===== src/rtl/hvi_pkg.sv =====
// Shared constants and types for the HSV value inversion block.
`default_nettype none

package hvi_pkg;

    // Default internal channel precision.
    localparam int CHANNEL_BITS_DEFAULT = 16;

    // Width of every color and alpha field on the stream ports.
    localparam int FIELD_BITS = 16;

    // Stream data width: red, green, blue and alpha packed from the lowest bit up.
    localparam int TDATA_BITS = 4 * FIELD_BITS;

    // Fields that ride alongside the arithmetic pipeline unchanged.
    typedef struct packed {
        logic [FIELD_BITS-1:0] alpha;
        logic                  last;
    } side_t;

endpackage

`default_nettype wire


===== src/rtl/hvi_front.sv =====
// Front end of the pipeline: clamp, maximum search, inverse value and products.
`default_nettype none

module hvi_front
    import hvi_pkg::*;
#(
    parameter int CHANNEL_BITS = CHANNEL_BITS_DEFAULT
) (
    input  wire logic                        aclk,
    input  wire logic                        en,
    input  wire logic [FIELD_BITS-1:0]       red_in,
    input  wire logic [FIELD_BITS-1:0]       green_in,
    input  wire logic [FIELD_BITS-1:0]       blue_in,
    output logic      [CHANNEL_BITS-1:0]     value_out,
    output logic      [2*CHANNEL_BITS-1:0]   prod_red,
    output logic      [2*CHANNEL_BITS-1:0]   prod_green,
    output logic      [2*CHANNEL_BITS-1:0]   prod_blue
);

    localparam int WIDE = (CHANNEL_BITS > FIELD_BITS) ? CHANNEL_BITS : FIELD_BITS;
    localparam logic [CHANNEL_BITS-1:0] FULL_SCALE = {CHANNEL_BITS{1'b1}};
    localparam logic [WIDE-1:0] FULL_SCALE_WIDE = WIDE'(FULL_SCALE);

    logic [WIDE-1:0]           red_wide, green_wide, blue_wide;
    logic [CHANNEL_BITS-1:0]   red_next, green_next, blue_next, max_next;
    logic [CHANNEL_BITS-1:0]   red_reg, green_reg, blue_reg, max_reg;
    logic [CHANNEL_BITS-1:0]   inv;
    logic [2*CHANNEL_BITS-1:0] prod_red_next, prod_green_next, prod_blue_next;
    logic [2*CHANNEL_BITS-1:0] prod_red_reg, prod_green_reg, prod_blue_reg;
    logic [CHANNEL_BITS-1:0]   value_reg;

    // Saturate each color to full scale and find the largest one.
    always_comb begin
        red_wide   = WIDE'(red_in);
        green_wide = WIDE'(green_in);
        blue_wide  = WIDE'(blue_in);
        red_next   = (red_wide > FULL_SCALE_WIDE) ? FULL_SCALE : red_wide[CHANNEL_BITS-1:0];
        green_next = (green_wide > FULL_SCALE_WIDE) ? FULL_SCALE : green_wide[CHANNEL_BITS-1:0];
        blue_next  = (blue_wide > FULL_SCALE_WIDE) ? FULL_SCALE : blue_wide[CHANNEL_BITS-1:0];
        max_next   = red_next;
        if (green_next > max_next) begin
            max_next = green_next;
        end
        if (blue_next > max_next) begin
            max_next = blue_next;
        end
    end

    // First stage register.
    always_ff @(posedge aclk) begin
        if (en) begin
            red_reg   <= red_next;
            green_reg <= green_next;
            blue_reg  <= blue_next;
            max_reg   <= max_next;
        end
    end

    // Inverted value times each color. The maximum channel later divides back to
    // exactly the inverted value, and a black pixel divides by zero to full scale.
    always_comb begin
        inv             = FULL_SCALE - max_reg;
        prod_red_next   = (2*CHANNEL_BITS)'(inv) * (2*CHANNEL_BITS)'(red_reg);
        prod_green_next = (2*CHANNEL_BITS)'(inv) * (2*CHANNEL_BITS)'(green_reg);
        prod_blue_next  = (2*CHANNEL_BITS)'(inv) * (2*CHANNEL_BITS)'(blue_reg);
    end

    // Second stage register.
    always_ff @(posedge aclk) begin
        if (en) begin
            prod_red_reg   <= prod_red_next;
            prod_green_reg <= prod_green_next;
            prod_blue_reg  <= prod_blue_next;
            value_reg      <= max_reg;
        end
    end

    assign value_out  = value_reg;
    assign prod_red   = prod_red_reg;
    assign prod_green = prod_green_reg;
    assign prod_blue  = prod_blue_reg;

endmodule

`default_nettype wire


===== config.mk =====
export PLATFORM = sky130hd
export DESIGN_NAME = hvi_front
export DESIGN_NICKNAME = d
export VERILOG_FILES = /design/src/rtl/hvi_pkg.sv /design/src/rtl/hvi_front.sv
export SDC_FILE = /design/constraint.sdc
export NUM_CORES = 2
export LEC_CHECK = 0
export ABC_AREA = 1
export BUFFER_PORTS_ARGS = -buffer_cell sky130_fd_sc_hd__buf_2
export CELL_PAD_IN_SITES_DETAIL_PLACEMENT = 1
export CELL_PAD_IN_SITES_GLOBAL_PLACEMENT = 2
export CORE_MARGIN = 5
export CORE_UTILIZATION = 43
export DETAILED_ROUTE_END_ITERATION = 6
export PLACE_DENSITY = 0.87
export SETUP_SLACK_MARGIN = 0.2
export SLEW_MARGIN = 30
export SYNTH_ARGS = -nofsm -noshare
export SYNTH_HDL_FRONTEND = slang
export SYNTH_SLANG_ARGS = --single-unit

===== constraint.sdc =====
create_clock -name aclk -period 15.8 [get_ports aclk]
set_input_delay 2.37 -clock aclk [delete_from_list [all_inputs] [get_ports aclk]]
set_output_delay 2.37 -clock aclk [all_outputs]
set_load 0.005 [all_outputs]

### After elaboration in Yosys (flattened, before gate mapping)

Index checks and enable logic that the tools add are counted.

* bits in registers: 176
* input bits: 50
* output and inout port bits: 112
* word-level logic and storage cells: 22

* $add $sub $neg: 1
* multipliers: 3
* $lt $le $gt $ge: 5
* muxes and demuxes: 5

Operators with widths (count)
* $mul 16x16->32: 3
* $mux 16: 5
* $gt 16x16->1 const B: 3
* $gt 16x16->1: 2
* $sub 16x16->16 const A: 1

### Logic depth before layout (Yosys ltp)

* depth after elaboration: 6
* gate-level depth with buffers: 29
* mapped depth without buffers: 27

### Worst setup path before layout

No wires, ideal clock.

* kind: reg-to-reg
* from: register max_reg[7]
* to: register prod_blue_reg[27], in the netlist prod_blue[27], data pin
* setup time: 253 ps
* arrival: 5273 ps
* data required time: 15547 ps
* slack: 10275 ps
* cell stages (with the launch flop): 24
* buffers on the path: 2
* clock period less this slack: 5525 ps
* cells stage by stage: edfxtp_1 clkbuf_1 inv_1 clkbuf_1 nand2_1 fa_1 inv_1 fa_1 inv_1 fa_1 inv_1 fa_1 fa_1 inv_1 fa_1 inv_1 ha_1 a21oi_1 a21boi_0 nor2_1 o21bai_1 nand3_1 nand2_1 nand2_1

* longest elaborated chain between the ends: 2

RTL lines
* start: declaration: RTL line hvi_front.sv:26 `logic [CHANNEL_BITS-1:0] red_reg, green_reg, blue_reg, max_reg;`
* start signal: assignment: RTL line hvi_front.sv:55 `max_reg <= max_next;`
* $sub 16x16->16: RTL line hvi_front.sv:62 `inv = FULL_SCALE - max_reg;`
* $mul 16x16->32: RTL line hvi_front.sv:65 `prod_blue_next = (2*CHANNEL_BITS)'(inv) * (2*CHANNEL_BITS)'(blue_reg);`
* via prod_blue_next[27]: RTL line hvi_front.sv:28 `logic [2*CHANNEL_BITS-1:0] prod_red_next, prod_green_next, prod_blue_next;`
* end signal: assignment: RTL line hvi_front.sv:73 `prod_blue_reg <= prod_blue_next;`
* end: declaration: RTL line hvi_front.sv:29 `logic [2*CHANNEL_BITS-1:0] prod_red_reg, prod_green_reg, prod_blue_reg;`

The timed path passes the listed nets, and every way through them passes these cells.
A chain may end at the register's enable or synchronous reset.

### Worst setup path in the final report

* from: register max_reg[7]
* to: register prod_red_reg[31], in the netlist prod_red[31], data pin

* longest elaborated chain between the ends: 2

RTL lines
* $sub 16x16->16: RTL line hvi_front.sv:62
* $mul 16x16->32: RTL line hvi_front.sv:63 `prod_red_next = (2*CHANNEL_BITS)'(inv) * (2*CHANNEL_BITS)'(red_reg);`
* via prod_red_next[31]: RTL line hvi_front.sv:28
* end signal: assignment: RTL line hvi_front.sv:71 `prod_red_reg <= prod_red_next;`
* end: declaration: RTL line hvi_front.sv:29

The timed path passes the listed nets, and every way through them passes these cells.

==> results.yml <==
status:
  outcome: "complete, no violations"
flow_run:
  cap_violations: 0
die:
  core_mm2: 0.0746
  die-area_mm2: 0.0809
  rows: 100
  initial_core_util: 0.434
  dieHeight_um: 284
  die_width_um: 284
  io_pins: 162
timing:
  fin_worst_skew_ps: 21.9
  rsz0062_at_grt: "false"
  tns_ps: 0
  finalHoldViolations: 0
  drv_slew: 0
  finalCritPeriodShare: 0.432
  finalCriticalPeriod_ps: 6830
  setup_viol: 0
  tightest_slew_ps: 979
  fmax_mhz: 146
  slew_headroom: 0.347
logic_synthesis:
  synth_area_leader_cell: "fa_1"
  synth_xor_area_frac: 0.0149
  synth_area_leaders: "fa_1, edfxtp_1, ha_1"
  synth_top_area_share: 0.360
  synth_area_mm2: 0.0324
  ys_seq_area_frac: 0.163
  synth.distinct_cells: 38
  ys_ff_latch: 176
  syn_area_per_cell_um2: 8.47
  synthAdderAreaFrac: 0.493
  synthSimpleGateAreaFrac: 0.180
  yosys_warnings: 0
  synthMuxAreaShare: 0
  synth_top_family_by_area: "adder cells"
  synth_compound_area_frac: 0.0322
  synth_fp_nets: 4800
  syn_inst: 3824
setup_path:
  r2r_cells: 23
  cp.required_ps: 16070
  slowest_stage: "edfxtp_1"
  path_cells: "inv_1, buf_4, nand2_1, fa_1, inv_1, fa_1, inv_1, fa_1, inv_1, fa_1, fa_1, inv_1, fa_1, inv_1, ha_1, a21oi_1, inv_1, a21oi_1, nand3_1, nand3b_1, nand2_1, nand2_1, nand2_1"
  cp.arrival_ps: 7100
  r2r_setup_slack_ps: 8970
  critPathMostFrequentCell: "inv_1"
  end_kind: "flop"
  r2r-start: "max_reg[7]$_DFFE_PP_"
  cp_max_fo: 21
  critical_path_buf_inv_count: 8
  crit_start: "max_reg[7]$_DFFE_PP_"
  startpoint_type: "flop"
  max_stage_delay_ps: 660
  path_class: "reg2reg"
  timing.rr.end: "prod_red[31]$_DFFE_PP_"
  cp_top_family: "adder cells"
clock_tree:
  clk_latency_ps: 510
  ctsResizeCount: 0
  cts_max_level: 4
  cts_tree: "built"
  numCtsBuffers: 17
  holdBufCountCts: 0
  cts_setup_buffers: 0
  clk_pin_slew_ps: 80
  clockBufferDepth: 2
  cts.sinks: 176
  cts-root-buf: "clkbuf_16"
final_layout:
  nFillCells: 8974
  layout-drive-gt1-share: 0.0618
  multiInputGateArea_mm2: 0.0233
  layout_commonest_cell: "inv_1"
  final_cell_mix: "inv_1, nand2_1, fa_1"
  num-nets-final: 4879
  synthToLayoutAreaGrowth_pct: 7.29
  ff_latch_area_mm2: 0.00529
  stdcell_count: 4886
placement:
  placed_cells: 4851
  portBuffers: 161
  hpwl_um: 84600
  gp_congestion: 0.894
global_routing:
  busiest_layer: "met2"
  grt_pass1_wl_um: 168000
  antenna_found_initial: 4
  grt_use_met2: 0.438
  grt_overflow: 0
  grt_start_max_net_pins: 79
  track_usage: 0.269
  grt_pass1_vias: 29000
  met1_usage: 0.365
  use_met3: 0.0583
routing:
  first_pass_iters: 5
  viasPerCell: 5.27
  drc: 0
  drt_iter0_markers: 1684
  drt.antenna.violating_nets: 0
  detail_route.wl_per_cell_um: 21.7
  via_count: 25800
  wirelength_um: 106000
min_path:
  holdPathStages: 0
  whs_endpoint: "value_out[12]$_DFFE_PP_"
  hp-start: "max_reg[12]$_DFFE_PP_"
  hp-class: "reg2reg"
-- worst reg2reg max path, stage by stage (launching register included) --
cell	delay, ps
edfxtp_1	660
inv_1	440
buf_4	430
nand2_1	150
fa_1	580
inv_1	60
fa_1	500
inv_1	60
fa_1	570
inv_1	70
fa_1	470
fa_1	510
inv_1	50
fa_1	470
inv_1	40
ha_1	370
a21oi_1	230
inv_1	60
a21oi_1	250
nand3_1	250
nand3b_1	200
nand2_1	70
nand2_1	60
nand2_1	50
-- synth_stat cells (all sizes together) --
| library cell | number |
|---|---|
| o21bai | 8 |
| nand3 | 111 |
| edfxtp | 176 |
| buf | 10 |
| o21ai | 60 |
| nor2 | 480 |
| nand3b | 4 |
| xor2 | 42 |
| ha | 344 |
| nand2 | 826 |
| a21boi | 1 |
| and2 | 1 |
| inv | 866 |
| fa | 582 |
| nor3 | 19 |
| a31oi | 1 |
| a21oi | 102 |
| clkbuf | 118 |
| xnor2 | 13 |
| nand4 | 28 |
| a21o | 11 |
| nor4 | 3 |
| clkinv | 13 |
| o21a | 5 |
-- metrics by stage --
step	hold slack (ps)	setup slack (ps)	area, um2	util
5_1_grt	834	8700	34800	0.466
6_report	829	8970	34800	0.466
2_1_floorplan	424	10270	32400	-
3_3_place_gp	840	8840	34100	0.457
3_5_place_dp	842	8760	34100	0.457
4_1_cts	860	8710	34700	0.466
-- per-layer routing --
layer | part of all wire | up-vias
met3 | 0.070 | 143
li1 | - | 11600
met5 | 0.00012 | -
met2 | 0.46 | 813
met1 | 0.44 | 13200
met4 | 0.026 | 2
-- area by class of cell --
cell class,count,area share
flip-flops and latches,176,0.152
diodes,2,0.000144
repair buffers,188,0.0297
multi-input cells,2641,0.671
clock buffers,17,0.0122
well taps,969,0.0349
inverters,879,0.0950
clock inverters,14,0.00540
-- worst max path at each step --
stage / depth (start not counted) / to
final: 23 / prod_red[31]$_DFFE_PP_
after global routing: 20 / prod_red[31]$_DFFE_PP_
after CTS: 23 / prod_red[31]$_DFFE_PP_
after detailed placement: 23 / prod_red[31]$_DFFE_PP_
after global placement: 23 / prod_red[31]$_DFFE_PP_
after floorplan: 23 / prod_blue[27]$_DFFE_PP_
-- kinds of logic (layout without fill, tap and decap cells) --
| group | Yosys count | after routing |
|---|---|---|
| flip-flops | 176 | 176 |
| other | 0 | 2 |
| AND/OR/NAND/NOR | 1472 | 1472 |
| adder cells (fa/ha/maj) | 926 | 926 |
| XOR/XNOR | 55 | 55 |
| AO/OA/AOI/OAI | 188 | 188 |
| buffers and inverters | 1007 | 1098 |
Power is not shown: default switching activity piles up to over one toggle a cycle in this logic, so the estimate is an artifact.
