[config.mk]
export PLATFORM = sky130hd
export DESIGN_NAME = hvi_div
export DESIGN_NICKNAME = d
export VERILOG_FILES = /design/src/rtl/hvi_pkg.sv /design/src/rtl/hvi_div.sv
export SDC_FILE = /design/constraint.sdc
export NUM_CORES = 1
export LEC_CHECK = 0
export BUFFER_PORTS_ARGS = -buffer_cell sky130_fd_sc_hd__buf_2
export CORE_ASPECT_RATIO = 0.5
export CORE_UTILIZATION = 35
export CTS_CLUSTER_SIZE = 12
export DETAILED_ROUTE_END_ITERATION = 16
export HOLD_SLACK_MARGIN = 0.03
export PLACE_DENSITY = 0.63
export SLEW_MARGIN = 10
export SYNTH_ARGS = -nofsm -noshare
export SYNTH_HDL_FRONTEND = slang
export SYNTH_SLANG_ARGS = --single-unit
[constraint.sdc]
create_clock -name aclk -period 3.2 [get_ports aclk]
set_input_delay 0.64 -clock aclk [delete_from_list [all_inputs] [get_ports aclk]]
set_output_delay 0.64 -clock aclk [all_outputs]
set_load 0.01 [all_outputs]
[src/rtl/hvi_pkg.sv]
// Shared constants and types for the HSV value inversion block.
`default_nettype none

package hvi_pkg;

    // Default internal channel precision.
    localparam int CHANNEL_BITS_DEFAULT = 16;

    // Width of every color and alpha field on the stream ports.
    localparam int FIELD_BITS = 16;

    // Stream data width: red, green, blue and alpha packed from the lowest bit up.
    localparam int TDATA_BITS = 4 * FIELD_BITS;

    // Fields that ride alongside the arithmetic pipeline unchanged.
    typedef struct packed {
        logic [FIELD_BITS-1:0] alpha;
        logic                  last;
    } side_t;

endpackage

`default_nettype wire

[src/rtl/hvi_div.sv]
// Pipelined restoring divider, one quotient bit per register stage.
`default_nettype none

module hvi_div
    import hvi_pkg::*;
#(
    parameter int CHANNEL_BITS = CHANNEL_BITS_DEFAULT
) (
    input  wire logic                        aclk,
    input  wire logic                        en,
    input  wire logic [2*CHANNEL_BITS-1:0]   dividend,
    input  wire logic [CHANNEL_BITS-1:0]     divisor,
    output logic      [CHANNEL_BITS-1:0]     quotient
);

    // The dividend is below divisor times 2^CHANNEL_BITS, so its upper half starts
    // as a remainder smaller than the divisor and only the lower half needs steps.
    // With a zero divisor every trial succeeds and the quotient is all ones.
    logic [CHANNEL_BITS-1:0] rem_reg  [CHANNEL_BITS];
    logic [CHANNEL_BITS-1:0] word_reg [CHANNEL_BITS];
    logic [CHANNEL_BITS-1:0] dsr_reg  [CHANNEL_BITS];
    logic [CHANNEL_BITS-1:0] rem_next [CHANNEL_BITS];
    logic [CHANNEL_BITS-1:0] word_next[CHANNEL_BITS];

    for (genvar s = 0; s < CHANNEL_BITS; s++) begin : g_step
        logic [CHANNEL_BITS-1:0] rem_in, word_in, dsr_in;
        logic [CHANNEL_BITS:0]   trial;
        logic                    take;

        if (s == 0) begin : g_first
            assign rem_in  = dividend[2*CHANNEL_BITS-1:CHANNEL_BITS];
            assign word_in = dividend[CHANNEL_BITS-1:0];
            assign dsr_in  = divisor;
        end else begin : g_rest
            assign rem_in  = rem_reg[s-1];
            assign word_in = word_reg[s-1];
            assign dsr_in  = dsr_reg[s-1];
        end

        // Shift in the next dividend bit and try to subtract the divisor.
        // The word register shifts dividend bits out at the top and quotient bits in.
        always_comb begin
            trial        = {rem_in, word_in[CHANNEL_BITS-1]};
            take         = trial >= {1'b0, dsr_in};
            rem_next[s]  = take ? CHANNEL_BITS'(trial - {1'b0, dsr_in})
                                : trial[CHANNEL_BITS-1:0];
            word_next[s] = {word_in[CHANNEL_BITS-2:0], take};
        end

        always_ff @(posedge aclk) begin
            if (en) begin
                rem_reg[s]  <= rem_next[s];
                word_reg[s] <= word_next[s];
                dsr_reg[s]  <= dsr_in;
            end
        end
    end

    assign quotient = word_reg[CHANNEL_BITS-1];

endmodule

`default_nettype wire

== Word-level counts from Yosys, hierarchy flattened ==
Memories as Yosys holds them, arrays and structs flattened.
Cells that the tools add are included.

* Flip-flop bits (word level): 0
* Memories kept: 3
* Bits in writable memories: 768
* Logic and storage cells: 53

{| class="wikitable"
|+ Memory list
! name !! depth !! bits a word !! rd ports !! clocked after memory_dff !! wr ports !! RTL line !! source
|-
| dsr_reg || 16 || 16 || 15 || 0 || 16 || hvi_div.sv:21 || <nowiki>logic [CHANNEL_BITS-1:0] dsr_reg [CHANNEL_BITS];</nowiki>
|-
| rem_reg || 16 || 16 || 15 || 0 || 16 || hvi_div.sv:19 || <nowiki>logic [CHANNEL_BITS-1:0] rem_reg [CHANNEL_BITS];</nowiki>
|-
| word_reg || 16 || 16 || 16 || 0 || 16 || hvi_div.sv:20 || <nowiki>logic [CHANNEL_BITS-1:0] word_reg [CHANNEL_BITS];</nowiki>
|}

* Mux-type cells: 18
* $lt $le $gt $ge: 16
* Add/subtract/negate cells: 16

{| class="wikitable"
|+ Operators with widths
! cell !! number
|-
| 17-bit by 16-bit greater-or-equal comparator with 1-bit output || 16
|-
| 16-bit 2-to-1 mux || 16
|-
| 16-bit subtractor || 16
|-
| 1-bit 2-to-1 mux || 2
|}

== Depth between registers and ports, before layout ==
* Depth in word-level cells: 2
* Mapped depth: 12
* Depth with buffers taken out: 11

== Worst setup path before layout ==
No wires, ideal clock.

* Path type: input-to-reg
* From: in divisor[4]
* To: mem rem_reg[0][10] (netlist bit) (data pin)
* Setup slack: -81 ps
* Arrival: 3021 ps
* Cell stages on the path: 12
* Cells stage by stage: inv_1 > ha_1 > a21oi_1 > nand2b_1 > a21oi_1 > a2111oi_0 > o21bai_1 > a211oi_1 > o21a_1 > buf_2 > buf_2 > mux2_2

{| class="wikitable"
|+ RTL lines
! what !! RTL line !! source
|-
| start: declaration || hvi_div.sv:12 || <nowiki>input wire logic [CHANNEL_BITS-1:0] divisor,</nowiki>
|-
| end: declaration || hvi_div.sv:19 ||
|}

==> impl_metrics.py <==
metrics = {
    "drt": {
        "ant_nets": 0,
        "highest_metal_used": "met4",
        "num_vias": 22300,
        "number_of_detailed_route_iterations_in_the_first_pass": 6,
        "initialDrtViolationCount": 1177,
        "avgRoutedWirePerCell_um": 15.0,
        "met3_wirelength_mm": 2.05,
        "totalWireLength_mm": 68.7,
        "drt_drc_violations_left": 0,
        "met1Wirelength_mm": 29.7,
        "met2_wirelength_mm": 34.0,
        "route.detailed.vias_per_inst": 4.88,
    },
    "global_route": {
        "first_global_vias": 22900,
        "track_usage": 0.129,
        "grt_remaining_overflow": 0,
        "grt_start_max_net_pins": 98,
        "grt_first_pass_wirelength_mm": 112,
        "initial_antenna_violation_count": 0,
    },
    "synth": {
        "synth_sequential_area_ratio": 0.599,
        "mappedNetlistNets": 3243,
        "yosys_warnings": 0,
        "ys_async_sr_fraction": 0,
        "synthesis.area_mm2": 0.0369,
        "yosys_most_used_dff": "sky130_fd_sc_hd__edfxtp_1",
        "synth_largest_type_area_fraction": 0.599,
        "cells_after_synth": 2922,
        "synth.area.top_cells": "sky130_fd_sc_hd__edfxtp_1, sky130_fd_sc_hd__ha_1, sky130_fd_sc_hd__inv_1, sky130_fd_sc_hd__mux2_2, sky130_fd_sc_hd__o21ai_0",
        "synthDominantAreaCellType": "sky130_fd_sc_hd__edfxtp_1",
        "synth_cell_types": 76,
        "synth_enable_flop_cells": 736,
        "syn-mean-instance-area_um2": 12.6,
        "register_bit_count_reported_by_yosys": 736,
    },
    "clock_network": {
        "cts_tree": "built",
        "clock_insertion_delay_worst_skew_ns": 0.65,
        "cts_hold_buf": 0,
        "tritoncts.num_buffers": 75,
        "clock_sinks": 736,
        "clock_tree.root_cell": "sky130_fd_sc_hd__clkbuf_16",
        "htree_num_levels": 3,
        "clk_buf_depth": 3,
        "cts.reportedPaths.clkPinSlew_ns": 0.06,
    },
    "timing": {
        "final-hold-violation-count": 0,
        "slew-limit-headroom": 0.613,
        "clock_skew_ns": 0.0239,
        "min_period_over_period": 0.988,
        "setup-tns-final_ns": 0,
        "timing_max_transition_violations_final": 0,
        "hold-worst-slack_ns": 0.168,
        "fmax_mhz": 316,
        "setup_viol": 0,
        "final.min_clock_period_ns": 3.16,
        "worst-slew-pin-transition_ns": 0.566,
    },
    "place": {
        "dp.final_hpwl_mm": 50.5,
        "place.gp.congestion": 0.858,
        "port-buffer-count": 65,
    },
    "pwr": {
        "worst_ir_drop_vdd_v": 0.000385,
        "overall_power_after_layout_mw": 39.2,
        "net-switching-power_mw": 13.3,
        "power.sequential.fraction": 0.380,
        "internal_power_mw": 25.9,
        "power.clock.fraction": 0.207,
        "combPwrFrac": 0.413,
        "powerDensity_mw_per_mm2": 932,
        "p_leak_nw": 16.6,
        "p_sw_frac": 0.340,
    },
    "setup_path": {
        "timing.critical_path.from_type": "flip-flop",
        "worstReg2RegEnd": "rem_reg[0][67]$_DFFE_PP_",
        "critPathMaxFanout": 6,
        "timing.reg2reg.worst_path_depth": 9,
        "data_arrival_time_of_the_worst_path_ns": 3.55,
        "cp.required_ns": 3.59,
        "timing.rr.start": "rem_reg[0][55]$_DFFE_PP_",
        "cp-end-kind": "flip-flop",
        "worst_r2r_setup_slack_ns": 0.04,
        "classification_of_the_worst_setup_path": "flip-flop to flip-flop",
    },
    "final_layout": {
        "largest_register_ff_count": 256,
        "final_common_cell": "sky130_fd_sc_hd__edfxtp_1",
        "syn2layout_area_growth_pct": 14.0,
        "final_layout_size_suffix_gt1_frac": 0.133,
        "antennaDiodeCount": 0,
        "layout.cells.most_common_list": "sky130_fd_sc_hd__edfxtp_1, sky130_fd_sc_hd__inv_1, sky130_fd_sc_hd__ha_1",
        "filler_cell_count": 9663,
        "fin_nets": 3457,
    },
    "floorplan": {
        "fp.dieH_um": 232,
        "floorplan.initialDensity": 0.356,
        "die-area_mm2": 0.107,
        "pin_count": 66,
        "placement_rows": 83,
        "std_cell_core_area_mm2": 0.104,
        "dieWidth_um": 461,
    },
    "worst_hold_path": {
        "timing.hold.worst.class": "primary input to flip-flop",
        "timing.hold.worst.start": "dividend[3]",
        "holdPathEnd": "word_reg[0][4]$_DFFE_PP_",
        "hold-path-cell-count": 1,
    },
    "status": {
        "outcome": "finished clean",
    },
    "job": {
        "max_cap_viol_count": 0,
    },
}
==> worst max-delay path: stages, from the launching register on <==
cell and delay, ns:
sky130_fd_sc_hd__edfxtp_1 0.39, sky130_fd_sc_hd__ha_1 0.34, sky130_fd_sc_hd__and3_1 0.17, sky130_fd_sc_hd__a221o_1 0.34, sky130_fd_sc_hd__or3_1 0.34, sky130_fd_sc_hd__o221a_4 0.24, sky130_fd_sc_hd__o311a_4 0.37, sky130_fd_sc_hd__o41ai_4 0.20
sky130_fd_sc_hd__buf_4 0.20, sky130_fd_sc_hd__mux2_1 0.32
==> metrics by stage <==
step / worst slack [ns] / util / cells / instance area [um^2]
after floorplan: 0.00953 / - / 2922 / 36900
after global placement: -0.251 / 0.384 / 4458 / 39800
after detailed placement: -0.271 / 0.384 / 4458 / 39800
after CTS: 0.000707 / 0.405 / 4571 / 41900
after global routing: -0.0172 / 0.406 / 4574 / 42000
final: 0.0381 / 0.406 / 4574 / 42000
==> cell type report <==
type                       count  area, um^2  share of cell area
clock inverter                16         161             0.00384
timing repair buffer         172        1310              0.0313
multi-input combinational   1832       13500               0.321
inverter                     319        1200              0.0285
tap                         1402        1750              0.0417
clock buffer                  97        2000              0.0476
sequential                   736       22100               0.526
==> cells in the mapped netlist, types with 13 or more instances <==
master                     instances
sky130_fd_sc_hd__o21bai_1         19
sky130_fd_sc_hd__o41ai_1          13
sky130_fd_sc_hd__nand2b_1         37
sky130_fd_sc_hd__and3_1           17
sky130_fd_sc_hd__xor2_1           54
sky130_fd_sc_hd__mux2_2          101
sky130_fd_sc_hd__mux2i_1          21
sky130_fd_sc_hd__o31a_1           14
sky130_fd_sc_hd__nand3_1          44
sky130_fd_sc_hd__a211oi_1         22
sky130_fd_sc_hd__xnor2_1          97
sky130_fd_sc_hd__o21ai_0         184
sky130_fd_sc_hd__nand4_1          31
sky130_fd_sc_hd__or3_1            20
sky130_fd_sc_hd__a21o_1           41
sky130_fd_sc_hd__nor3_1           52
sky130_fd_sc_hd__o211ai_1         15
sky130_fd_sc_hd__nor2b_1          42
sky130_fd_sc_hd__a21oi_1         164
sky130_fd_sc_hd__edfxtp_1        736
sky130_fd_sc_hd__clkbuf_1         24
sky130_fd_sc_hd__nand2_1         185
sky130_fd_sc_hd__nor2_1          165
sky130_fd_sc_hd__o21a_1           48
sky130_fd_sc_hd__fa_1             15
sky130_fd_sc_hd__ha_1            256
sky130_fd_sc_hd__inv_1           318
sky130_fd_sc_hd__o31ai_1          22
==> power by group through the flow <==
stage          Combinational (mW)  Clock, mW  Sequential (mW)
6_report                     16.2       8.12             14.9
5_1_grt                      18.0       8.78             15.1
4_1_cts                      16.1       8.46             14.9
3_5_place_dp                 16.0          0             15.1
3_3_place_gp                 15.6          0             15.0
2_1_floorplan                11.9          0             14.6
==> worst max path at each step <==
stage	from	end	depth (start not counted)	slack, ns
final	rem_reg[0][55]$_DFFE_PP_	rem_reg[0][67]$_DFFE_PP_	9	0.04
after global routing	rem_reg[0][55]$_DFFE_PP_	rem_reg[0][67]$_DFFE_PP_	9	-0.02
after CTS	rem_reg[0][56]$_DFFE_PP_	rem_reg[0][67]$_DFFE_PP_	9	0.0007
after detailed placement	dividend[16]	rem_reg[0][13]$_DFFE_PP_	12	-0.27
after global placement	divisor[1]	rem_reg[0][4]$_DFFE_PP_	13	-0.25
after floorplan	rem_reg[0][56]$_DFFE_PP_	rem_reg[0][67]$_DFFE_PP_	9	0.01
==> routing by layer <==
metal,track usage,up-vias
met5,0,-
met4,0.0646,0
met3,0.0224,170
met2,0.230,359
met1,0.150,10500
li1,-,11200
==> timing repair <==
item / CTS / global route
buffers inserted: 0 / 3
endpoints found under the setup margin: 0 / 55
resized for setup: 0 / 12
==> cells by family after synthesis <==
family,count (synthesis),share of synthesized area
flip-flops,736,0.599
AND/OR/NAND/NOR,648,0.0847
AO/OA/AOI/OAI,639,0.111
buffers and inverters,354,0.0369
adder cells (fa/ha/maj),271,0.0950
XOR/XNOR,151,0.0359
multiplexers,123,0.0368
(Power assumes the default switching activity.)
